**config.mk**
```make
export PLATFORM = sky130hd
export DESIGN_NAME = write_budget_window_limiter
export DESIGN_NICKNAME = d
export VERILOG_FILES = /design/src/design/wbwl_pkg.sv /design/src/design/wbwl_ctrl.sv /design/src/design/wbwl_dpath.sv /design/src/design/write_budget_window_limiter.sv
export SDC_FILE = /design/constraint.sdc
export NUM_CORES = 2
export LEC_CHECK = 0
export BUFFER_PORTS_ARGS = -buffer_cell sky130_fd_sc_hd__buf_2
export CAP_MARGIN = 25
export CORE_MARGIN = 5
export CORE_UTILIZATION = 50
export CTS_CLUSTER_SIZE = 30
export DETAILED_ROUTE_END_ITERATION = 16
export PLACE_DENSITY = 0.76
export SKIP_LAST_GASP = 1
export SLEW_MARGIN = 25
export SYNTH_ARGS = -nofsm -noshare
export SYNTH_HDL_FRONTEND = slang
export SYNTH_HIERARCHICAL = 1
export SYNTH_SLANG_ARGS = --single-unit
```
**constraint.sdc**
```tcl
create_clock -name clk -period 24.5 [get_ports clk]
set_input_delay 4.9 -clock clk [delete_from_list [all_inputs] [get_ports clk]]
set_output_delay 4.9 -clock clk [all_outputs]
set_load 0.05 [all_outputs]
```
**src/design/wbwl_pkg.sv**
```systemverilog
// ----------------------------------------------------------------------------
// wbwl_pkg
// Shared widths, constants and controller/datapath interface types for the
// write budget window limiter.
// ----------------------------------------------------------------------------
package wbwl_pkg;

  localparam int HISTORY_DEPTH = 32;
  localparam int SLOT_W        = (HISTORY_DEPTH > 1) ? $clog2(HISTORY_DEPTH) : 1;
  localparam int CNT_W         = $clog2(HISTORY_DEPTH + 1);

  localparam int TIME_W   = 62;
  localparam int BYTES_W  = 40;
  localparam int BUCKET_W = 48;
  localparam int SUM_W    = 53;
  localparam int TARGET_W = 40;
  localparam int DIFF_W   = TIME_W + 1;
  localparam int LIMIT_W  = TARGET_W + 5;

  localparam logic [DIFF_W-1:0] US_PER_DAY     = DIFF_W'(64'd86400000000);
  localparam logic [DIFF_W-1:0] NEW_BUCKET_GAP = US_PER_DAY;
  localparam logic [DIFF_W-1:0] WIN_MONTH      = DIFF_W'(64'd28 * 64'd86400000000);
  localparam logic [DIFF_W-1:0] WIN_WEEK       = DIFF_W'(64'd7 * 64'd86400000000);
  localparam logic [DIFF_W-1:0] WIN_DAY        = US_PER_DAY;

  localparam logic [BUCKET_W-1:0] BUCKET_MAX = '1;
  localparam logic [SUM_W-1:0]    SUM_MAX    = '1;

  localparam logic [LIMIT_W-1:0] MULT_MONTH = LIMIT_W'(28 * 1);
  localparam logic [LIMIT_W-1:0] MULT_WEEK  = LIMIT_W'(7 * 2);
  localparam logic [LIMIT_W-1:0] MULT_DAY   = LIMIT_W'(1 * 4);

  localparam int  ADDR_W           = 4;
  localparam int  DATA_W           = 64;
  localparam logic REG_DAILY_TARGET = 1'b0;

  localparam logic FUNC_RECORD = 1'b0;
  localparam logic FUNC_QUERY  = 1'b1;

  typedef struct packed {
    logic load;
    logic rd_en;
    logic rec_we;
    logic cmp_en;
  } wbwl_cmd_t;

  typedef struct packed {
    logic [CNT_W-1:0] count;
    logic             pipe_busy;
  } wbwl_sts_t;

endpackage

```
**src/design/wbwl_ctrl.sv**
```systemverilog
// ----------------------------------------------------------------------------
// wbwl_ctrl
// Sequencer: accepts one command word, steps the datapath through a bucket
// update or a ring walk, and strobes the query result.
// ----------------------------------------------------------------------------
module wbwl_ctrl
  import wbwl_pkg::*;
(
  input  logic      clk,
  input  logic      rst_n,
  input  logic      start,
  input  logic      in_func,
  output logic      busy,
  output logic      out_valid,
  output wbwl_cmd_t cmd,
  input  wbwl_sts_t sts
);

  typedef enum logic [2:0] {
    S_IDLE,
    S_REC_RD,
    S_REC_WAIT,
    S_REC_WR,
    S_QRY_WALK,
    S_QRY_DRAIN,
    S_QRY_CMP,
    S_QRY_OUT
  } state_t;

  state_t           state_r, state_nxt;
  logic [CNT_W-1:0] left_r, left_nxt;

  always_comb begin
    state_nxt = state_r;
    left_nxt  = left_r;
    cmd       = '0;
    unique case (state_r)
      S_IDLE: begin
        if (start) begin
          cmd.load = 1'b1;
          left_nxt = sts.count;
          state_nxt = (in_func == FUNC_QUERY) ? S_QRY_WALK : S_REC_RD;
        end
      end
      S_REC_RD: begin
        cmd.rd_en = 1'b1;
        state_nxt = S_REC_WAIT;
      end
      S_REC_WAIT: state_nxt = S_REC_WR;
      S_REC_WR: begin
        cmd.rec_we = 1'b1;
        state_nxt  = S_IDLE;
      end
      S_QRY_WALK: begin
        cmd.rd_en = 1'b1;
        left_nxt  = left_r - CNT_W'(1);
        if (left_r <= CNT_W'(1)) state_nxt = S_QRY_DRAIN;
      end
      S_QRY_DRAIN: begin
        if (!sts.pipe_busy) state_nxt = S_QRY_CMP;
      end
      S_QRY_CMP: begin
        cmd.cmp_en = 1'b1;
        state_nxt  = S_QRY_OUT;
      end
      S_QRY_OUT: state_nxt = S_IDLE;
      default:   state_nxt = S_IDLE;
    endcase
  end

  always_ff @(posedge clk) begin
    if (!rst_n) begin
      state_r <= S_IDLE;
      left_r  <= '0;
    end else begin
      state_r <= state_nxt;
      left_r  <= left_nxt;
    end
  end

  assign busy      = (state_r != S_IDLE);
  assign out_valid = (state_r == S_QRY_OUT);

endmodule

```
**src/design/wbwl_dpath.sv**
```systemverilog
// ----------------------------------------------------------------------------
// wbwl_dpath
// Bucket ring memory, ring pointers, age pipeline, saturating window
// accumulators and limit compare.
// ----------------------------------------------------------------------------
module wbwl_dpath
  import wbwl_pkg::*;
(
  input  logic                clk,
  input  logic                rst_n,
  input  wbwl_cmd_t           cmd,
  output wbwl_sts_t           sts,
  input  logic [TIME_W-1:0]   in_time_us,
  input  logic [BYTES_W-1:0]  in_write_bytes,
  input  logic [TARGET_W-1:0] daily_target,
  output logic                out_allowed,
  output logic [SUM_W-1:0]    out_sum_month,
  output logic [SUM_W-1:0]    out_sum_week,
  output logic [SUM_W-1:0]    out_sum_day
);

  logic [TIME_W-1:0]   mem_start [HISTORY_DEPTH];
  logic [BUCKET_W-1:0] mem_bytes [HISTORY_DEPTH];

  logic [SLOT_W-1:0]   newest_r;
  logic [CNT_W-1:0]    count_r;
  logic                v0_r;
  logic [SLOT_W-1:0]   rd_addr_r;
  logic [TIME_W-1:0]   time_r;
  logic [BYTES_W-1:0]  bytes_r;

  logic                v1_r, v2_r, v3_r;
  logic                zero1_r;
  logic [TIME_W-1:0]   start1_r, start2_r;
  logic [BUCKET_W-1:0] bytes1_r, bytes2_r, bytes3_r;
  logic [DIFF_W-1:0]   diff2_r;
  logic                in_month_r, in_week_r, in_day_r;

  logic [SUM_W-1:0]    s_month_r, s_week_r, s_day_r;
  logic [LIMIT_W-1:0]  lim_month_r, lim_week_r, lim_day_r;
  logic                allowed_r;

  logic [TIME_W-1:0]   start1_m;
  logic [BUCKET_W-1:0] bytes1_m;
  logic [SLOT_W-1:0]   next_slot, prev_slot, wr_addr;
  logic                gap;
  logic [BUCKET_W:0]   upd_sum;
  logic [BUCKET_W-1:0] upd_sat, wr_bytes;
  logic [TIME_W-1:0]   wr_start;

  function automatic logic [SUM_W-1:0] sat_acc(logic [SUM_W-1:0] s, logic [BUCKET_W-1:0] b);
    logic [SUM_W:0] t;
    t = {1'b0, s} + (SUM_W+1)'(b);
    return t[SUM_W] ? SUM_MAX : t[SUM_W-1:0];
  endfunction

  assign start1_m  = zero1_r ? '0 : start1_r;
  assign bytes1_m  = zero1_r ? '0 : bytes1_r;
  assign next_slot = (newest_r == SLOT_W'(HISTORY_DEPTH - 1)) ? '0 : newest_r + SLOT_W'(1);
  assign prev_slot = (rd_addr_r == '0) ? SLOT_W'(HISTORY_DEPTH - 1) : rd_addr_r - SLOT_W'(1);

  assign gap      = $signed(diff2_r) > $signed(NEW_BUCKET_GAP);
  assign upd_sum  = {1'b0, bytes2_r} + (BUCKET_W+1)'(bytes_r);
  assign upd_sat  = upd_sum[BUCKET_W] ? BUCKET_MAX : upd_sum[BUCKET_W-1:0];
  assign wr_addr  = gap ? next_slot : newest_r;
  assign wr_start = gap ? time_r : start2_r;
  assign wr_bytes = gap ? BUCKET_W'(bytes_r) : upd_sat;

  always_ff @(posedge clk) begin
    if (cmd.rec_we) begin
      mem_start[wr_addr] <= wr_start;
      mem_bytes[wr_addr] <= wr_bytes;
    end
    if (cmd.rd_en) begin
      start1_r <= mem_start[rd_addr_r];
      bytes1_r <= mem_bytes[rd_addr_r];
      zero1_r  <= (rd_addr_r == '0) && !v0_r;
    end
  end

  always_ff @(posedge clk) begin
    if (!rst_n) begin
      newest_r <= '0;
      count_r  <= CNT_W'(1);
      v0_r     <= 1'b0;
      v1_r     <= 1'b0;
      v2_r     <= 1'b0;
      v3_r     <= 1'b0;
    end else begin
      v1_r <= cmd.rd_en;
      v2_r <= v1_r;
      v3_r <= v2_r;
      if (cmd.rec_we) begin
        if (wr_addr == '0) v0_r <= 1'b1;
        if (gap) begin
          newest_r <= next_slot;
          if (count_r < CNT_W'(HISTORY_DEPTH)) count_r <= count_r + CNT_W'(1);
        end
      end
    end
  end

  always_ff @(posedge clk) begin
    if (cmd.load) begin
      time_r    <= in_time_us;
      bytes_r   <= in_write_bytes;
      rd_addr_r <= newest_r;
    end else if (cmd.rd_en) begin
      rd_addr_r <= prev_slot;
    end
    if (v1_r) begin
      diff2_r  <= {1'b0, time_r} - {1'b0, start1_m};
      start2_r <= start1_m;
      bytes2_r <= bytes1_m;
    end
    if (v2_r) begin
      in_month_r <= $signed(diff2_r) < $signed(WIN_MONTH);
      in_week_r  <= $signed(diff2_r) < $signed(WIN_WEEK);
      in_day_r   <= $signed(diff2_r) < $signed(WIN_DAY);
      bytes3_r   <= bytes2_r;
    end
    if (cmd.load) begin
      s_month_r <= '0;
      s_week_r  <= '0;
      s_day_r   <= '0;
    end else if (v3_r) begin
      if (in_month_r) s_month_r <= sat_acc(s_month_r, bytes3_r);
      if (in_week_r)  s_week_r  <= sat_acc(s_week_r, bytes3_r);
      if (in_day_r)   s_day_r   <= sat_acc(s_day_r, bytes3_r);
    end
    lim_month_r <= LIMIT_W'(daily_target) * MULT_MONTH;
    lim_week_r  <= LIMIT_W'(daily_target) * MULT_WEEK;
    lim_day_r   <= LIMIT_W'(daily_target) * MULT_DAY;
    if (cmd.cmp_en) begin
      allowed_r <= (s_month_r < SUM_W'(lim_month_r)) && (s_week_r < SUM_W'(lim_week_r))
                   && (s_day_r < SUM_W'(lim_day_r));
    end
  end

  assign sts.count     = count_r;
  assign sts.pipe_busy = v1_r | v2_r | v3_r;

  assign out_allowed   = allowed_r;
  assign out_sum_month = s_month_r;
  assign out_sum_week  = s_week_r;
  assign out_sum_day   = s_day_r;

endmodule

```
**src/design/write_budget_window_limiter.sv**
```systemverilog
// ----------------------------------------------------------------------------
// write_budget_window_limiter
// Day-bucket ring of written bytes with 28/7/1 day window budget check.
//
//   channel  ports                                 handshake
//   input    in_func, in_time_us, in_write_bytes   start & !busy
//   result   out_allowed, out_sum_*                out_valid, one cycle
//   config   psel/penable/pwrite/paddr/pwdata      APB, pready tied high
//
// A record word steps through a read, an age and a write back to the ring memory.
// A query word walks every live bucket: the ring memory
// read port delivers one bucket per cycle into a three-stage age pipeline.
// Reset (synchronous, rst_n low) leaves one empty bucket at time 0.
// Results are strobed for a single cycle and cannot be held off.
// ----------------------------------------------------------------------------
module write_budget_window_limiter
  import wbwl_pkg::*;
(
  input  logic                clk,
  input  logic                rst_n,
  input  logic                start,
  output logic                busy,
  input  logic                in_func,
  input  logic [TIME_W-1:0]   in_time_us,
  input  logic [BYTES_W-1:0]  in_write_bytes,
  output logic                out_valid,
  output logic                out_allowed,
  output logic [SUM_W-1:0]    out_sum_month,
  output logic [SUM_W-1:0]    out_sum_week,
  output logic [SUM_W-1:0]    out_sum_day,
  input  logic                psel,
  input  logic                penable,
  input  logic                pwrite,
  input  logic [ADDR_W-1:0]   paddr,
  input  logic [DATA_W-1:0]   pwdata,
  output logic [DATA_W-1:0]   prdata,
  output logic                pready
);

  wbwl_cmd_t           cmd;
  wbwl_sts_t           sts;
  logic [TARGET_W-1:0] target_r;
  logic                cfg_we;

  assign pready = 1'b1;
  assign cfg_we = psel && penable && pwrite && pready && (paddr[3] == REG_DAILY_TARGET);

  always_ff @(posedge clk) begin
    if (!rst_n) begin
      target_r <= '0;
    end else if (cfg_we) begin
      target_r <= pwdata[TARGET_W-1:0];
    end
  end

  assign prdata = (paddr[3] == REG_DAILY_TARGET) ? DATA_W'(target_r) : '0;

  wbwl_ctrl u_ctrl (
    .clk       (clk),
    .rst_n     (rst_n),
    .start     (start),
    .in_func   (in_func),
    .busy      (busy),
    .out_valid (out_valid),
    .cmd       (cmd),
    .sts       (sts)
  );

  wbwl_dpath u_dpath (
    .clk            (clk),
    .rst_n          (rst_n),
    .cmd            (cmd),
    .sts            (sts),
    .in_time_us     (in_time_us),
    .in_write_bytes (in_write_bytes),
    .daily_target   (target_r),
    .out_allowed    (out_allowed),
    .out_sum_month  (out_sum_month),
    .out_sum_week   (out_sum_week),
    .out_sum_day    (out_sum_day)
  );

  a_accept_busy: assert property (@(posedge clk) disable iff (!rst_n)
    (start && !busy) |=> busy)
    else $error("accepted word did not raise busy");

  a_single_strobe: assert property (@(posedge clk) disable iff (!rst_n)
    out_valid |=> !out_valid)
    else $error("result strobe longer than one cycle");

  a_count_range: assert property (@(posedge clk) disable iff (!rst_n)
    (sts.count != '0) && (sts.count <= CNT_W'(HISTORY_DEPTH)))
    else $error("bucket count out of range");

  a_drained_pipe: assert property (@(posedge clk) disable iff (!rst_n)
    out_valid |-> !sts.pipe_busy)
    else $error("result strobed before age pipeline drained");

endmodule

```
# Word-level counts from Yosys, hierarchy flattened
# Memory sizes are Yosys's and may differ from the RTL's. A register that Yosys moved wholly into a read port is not among the register bits.
# Index checks and enable logic that the tools add are counted.
# word_totals
wordCells	112
input_bits	177
ramBits	3520
reg_bits	682
memories	2
# memory_table
memory	words	word_bits	rd	rd_ports_with_merged_regs	wr	line	source
u_dpath.mem_start	32	62	1	1	1	wbwl_dpath.sv:22	logic [TIME_W-1:0] mem_start [HISTORY_DEPTH];
u_dpath.mem_bytes	32	48	1	1	1	wbwl_dpath.sv:23	logic [BUCKET_W-1:0] mem_bytes [HISTORY_DEPTH];
# classes
eq_ne	11
mux	27
multipliers	2
bitwise_logic	3
n_lt_le_gt_ge	9
add_sub_neg	9
n_reduce_logical	22
# ops
operator	count
$add 53x48->54	3
$mux 53	3
$mux 62	2
$mux 48	2
$mul 40x3->43 const B	2
$gt 63x38->1 const B	1
$lt 63x38->1 const B	1
$lt 63x41->1 const B	1
$lt 63x43->1 const B	1
$sub 62x62->63	1
$lt 53x42->1	1
$lt 53x44->1	1
$lt 53x45->1	1
$add 48x40->49	1
$mux 40	1
$mux 5	5
$pmux 3 s7	1
$eq 3x3->1 const B	4
$mux 3	4
$pmux 6 s2	1
$logic_not 5->1	2
$reduce_and 2->1	5
$mux 1	7
$add 6x1->6 const B	1
20 further kinds	31

# Logic depth before layout (Yosys ltp)
# depth
word_depth	5
ltp_mapped	16

# Hierarchy
# The synthesis kept the hierarchy.
# modules_own_cells
module	cells_per_inst	seq_area_each_um2	instances	area_per_inst_um2
wbwl_dpath	9414	124129.0	1	176247.8
write_budget_window_limiter	246	800.8	1	2098.3
wbwl_ctrl	70	180.2	1	594.3

# Worst setup path before layout
# No wires, ideal clock.
# synth_path
path_kind	in2out
start	input paddr[3]
end	output prdata[0]
required_ns	19.600
t_arrival_ns	5.797
stages	2
setup_slack_ns	13.803
n_path_buf	1
cell_sequence	clkbuf_1 > nor2b_1
# synth_between
elab_chain_len	1
# synth_lines
item	line	source
from (decl)	write_budget_window_limiter.sv:34	input logic [ADDR_W-1:0] paddr,
$mux 40	write_budget_window_limiter.sv:56	assign prdata = (paddr[3] == REG_DAILY_TARGET) ? DATA_W'(target_r) : '0;
to (decl)	write_budget_window_limiter.sv:36	output logic [DATA_W-1:0] prdata,
# Every way passes these cells.

# Worst setup path after layout
# layout_path
start	input paddr[3]
end	output prdata[19]
# Same word-level chain as after synthesis.

==> impl_results.md <==
- Clk pin slew, worst setup/hold paths: 60 ps
- Largest family of logic cells by synthesized area: multiplexers
- Netlist Area Pre-Place: 179000 um2
- Outcome: complete, no violations
- CTS Sinks: 4268
- Clock power share: 0.265
- R2R Path End: u_dpath/mem_start[24][59]
- Vias per std cell: 6.52
- GR Overflow Total: 0
- RSZ-0062 raised after global routing: false
- Compound-Gate Fraction of Synth Area: 0.0496
- Leak: 67.5 nW
- Seq pwr share: 0.412
- Synth warnings: 6
- Part of the power in combinational logic: 0.322
- Critical path arrival: 5880 ps
- Global-route usage over all layers: 0.266
- Avg Inst Size Synth: 18.4 um2
- Register area share after synthesis: 0.699
- CTS root buffer: clkbuf_16
- Skew final: 83.7 ps
- Die height: 608 um
- Max Clk Rate: 92.7 MHz
- # hold bufs at CTS: 0
- R2R cell count: 15
- Post-CTS setup buffers: 0
- Internal Dissipation: 16.3 mW
- PD cells: 120 nW/um2
- Post-Synth Simple-Gate Area: 0.0395
- Port bufs: 351
- DP Wirelength: 281000 um
- Syn Inst Count: 9730
- Critical Path RT: 19600 ps
- Largest net degree at the start of global routing: 160
- Crit Path Class: primary input to output pin
- Routed WL: 503000 um
- Total CTS buffers: 414
- DRC Markers: 0
- Mux cell area share after synthesis: 0.148
- Worst r2r src: u_dpath/diff2_r[37]
- Row count: 219
- Top FF cell, synth: edfxtp_1
- Hold Startpoint: target_r[17]
- Final setup violation count: 0
- Routability cong.: 0.992
- Min-Delay Endpoint: u_dpath/lim_day_r[19]
- Clk buf depth: 4
- Initial antenna violation count: 26
- Area share of xor/xnor cells in the synthesized design: 0.0130
- Resize count post-CTS: 0
- Post-Synth Adder-Cell Area: 0.0342
- Async SR Flop Fraction: 0
- Layout Nets: 10900
- Worst-skew pair later-pin latency: 1000 ps
- VDD IR max: 0.0969 mV
- Slack of the critical path: 13720 ps
- Worst-path maximum fanout: 41
- Initial DRC count: 14400
- #FFs+latches synth: 4268
- WL/cell: 32.7 um
- H-tree lvl count: 5
- Pre-Repair DR Iteration Count: 9
- CTS tree: yes
- Worst hold path depth: 0
- Final hold viol count: 0
- Total power: 24.1 mW
- Fraction of layout cells with a size suffix above 1: 0.238
- Width of the chip: 608 um
- CP endpoint kind: output pin
- Vias in the first global route: 99800
- Synth cell types: 102
- HP Class: flop to flop
- Io pins: 404
- Layout area overhead: 12.2%
- Fin crit period: 10780 ps
- Reg-to-reg slack, setup: 16920 ps
- Antenna viol nets, final: 0
- Fin. max-slew vios: 0
- Vias: 100000
- CP startpoint kind: primary input
- Final Cycle Share: 0.440
- Core area: 356000 um2
- Switching pwr: 7.86 mW
- Max Cap Viol: 0
- EDFF count, synth: 3963
- Worst-margin pin slew: 1210 ps
- Relative slew slack: 0.191
- Setup tns final: 0 ps
- Global-route wire length before repair: 715000 um
- Starting Density: 0.502
- Sw frac: 0.326
- Pre-CTS WS: 13700 ps
- DIE AREA: 370000 um2
==> cell type report <==
type                            instances  area (um2)
Timing Repair Buffer                  541        3530
Fill cell                           25700      155000
Inverter                              246         936
Tap cell                             4751        5940
Clock inverter                        259        2770
Sequential cell                      4268      125000
Multi-Input combinational cell       4776       51700
Antenna cell                           12        30.0
Clock buffer                          494       10800
==> cell families after synthesis <==
logic type | after synthesis
AO/OA/AOI/OAI | 1276
flip-flops | 4268
other | 2
AND/OR/NAND/NOR | 1488
adder cells (fa/ha/maj) | 462
buffers and inverters | 709
multiplexers | 1259
XOR/XNOR | 266
==> per-stage QoR <==
step,util,cells,cell area [um2],hold WS [ps]
2_1_floorplan,-,9753,179000,398
3_3_place_gp,0.524,14600,187000,437
3_5_place_dp,0.525,14600,187000,451
4_1_cts,0.563,15300,200000,454
5_1_grt,0.564,15300,201000,467
6_report,0.564,15300,201000,444
==> worst max path at each step <==
stage / start / endpoint / slack [ps] / depth (start not counted)
after detailed placement: paddr[3] / prdata[19] / 13700 / 3
after global placement: paddr[3] / prdata[11] / 13760 / 3
after CTS: paddr[3] / prdata[19] / 13700 / 3
after floorplan: paddr[3] / prdata[0] / 13800 / 2
after global routing: paddr[3] / prdata[19] / 13660 / 3
final: paddr[3] / prdata[19] / 13720 / 3
==> routing by layer <==
layer	up-vias	global-route usage	routed length, um
met2	7141	0.425	238000
met5	-	0	60
met4	12	0.117	26000
li1	40400	-	-
met1	51200	0.351	177000
met3	1283	0.0620	61100
==> critical path, cell delays in order <==
cell and delay (ps):
buf_2 580, nor2b_1 130, buf_2 250
==> power groups by stage <==
stage | sequential (mW) | combinational, mW | clock (mW)
floorplan | 10.1 | 5.33 | 0
CTS | 9.94 | 7.69 | 6.47
global placement | 10.1 | 7.34 | 0
finish | 9.95 | 7.78 | 6.41
global route | 9.97 | 8.27 | 6.80
detailed placement | 10.1 | 7.59 | 0
==> registers in the layout, summed over array words and instances (netlist names), 3 cells and up <==
| register | cells |
|---|---|
| u_dpath/bytes2_r | 48 |
| u_ctrl/left_r | 6 |
| target_r | 40 |
| u_dpath/lim_day_r | 40 |
| u_dpath/out_sum_day | 53 |
| u_dpath/lim_month_r | 42 |
| u_dpath/time_r | 62 |
| u_dpath/mem_start | 1984 |
| u_dpath/count_r | 6 |
| u_dpath/diff2_r | 63 |
| u_dpath/rd_addr_r | 5 |
| u_dpath/mem_bytes | 1536 |
| u_dpath/out_sum_week | 53 |
| u_dpath/bytes3_r | 48 |
| u_dpath/newest_r | 5 |
| u_dpath/out_sum_month | 53 |
| u_ctrl/state_r | 3 |
| u_dpath/bytes1_r | 48 |
| u_dpath/bytes_r | 40 |
| u_dpath/start1_r | 62 |
| u_dpath/start2_r | 62 |
==> synth_stat cells (all sizes together), types with 138 or more instances <==
master  instances  area (um2)
o21ai         182         915
nand2         467        1750
clkbuf        327        1230
xnor2         164        1440
a21oi         306        1570
a21o          234        1760
mux4         1100       24800
dfxtp         305        6110
edfxtp       3963      119000
nor2          394        1480
ha            417        5220
nor2b         138         863
inv           244         916
==> layout by cell type (no fill, tap or decap), types with 164 or more instances in the layout <==
cell,synthesis,routed
edfxtp_1,3963,3963
mux4_2,1100,1100
nand2_1,467,460
ha_1,417,417
clkbuf_16,0,416
nor2_1,392,360
buf_2,27,350
dfxtp_1,305,303
a21oi_1,300,298
inv_1,244,244
a21o_1,234,234
xnor2_1,164,164
Power figures use the tool's default switching activity.
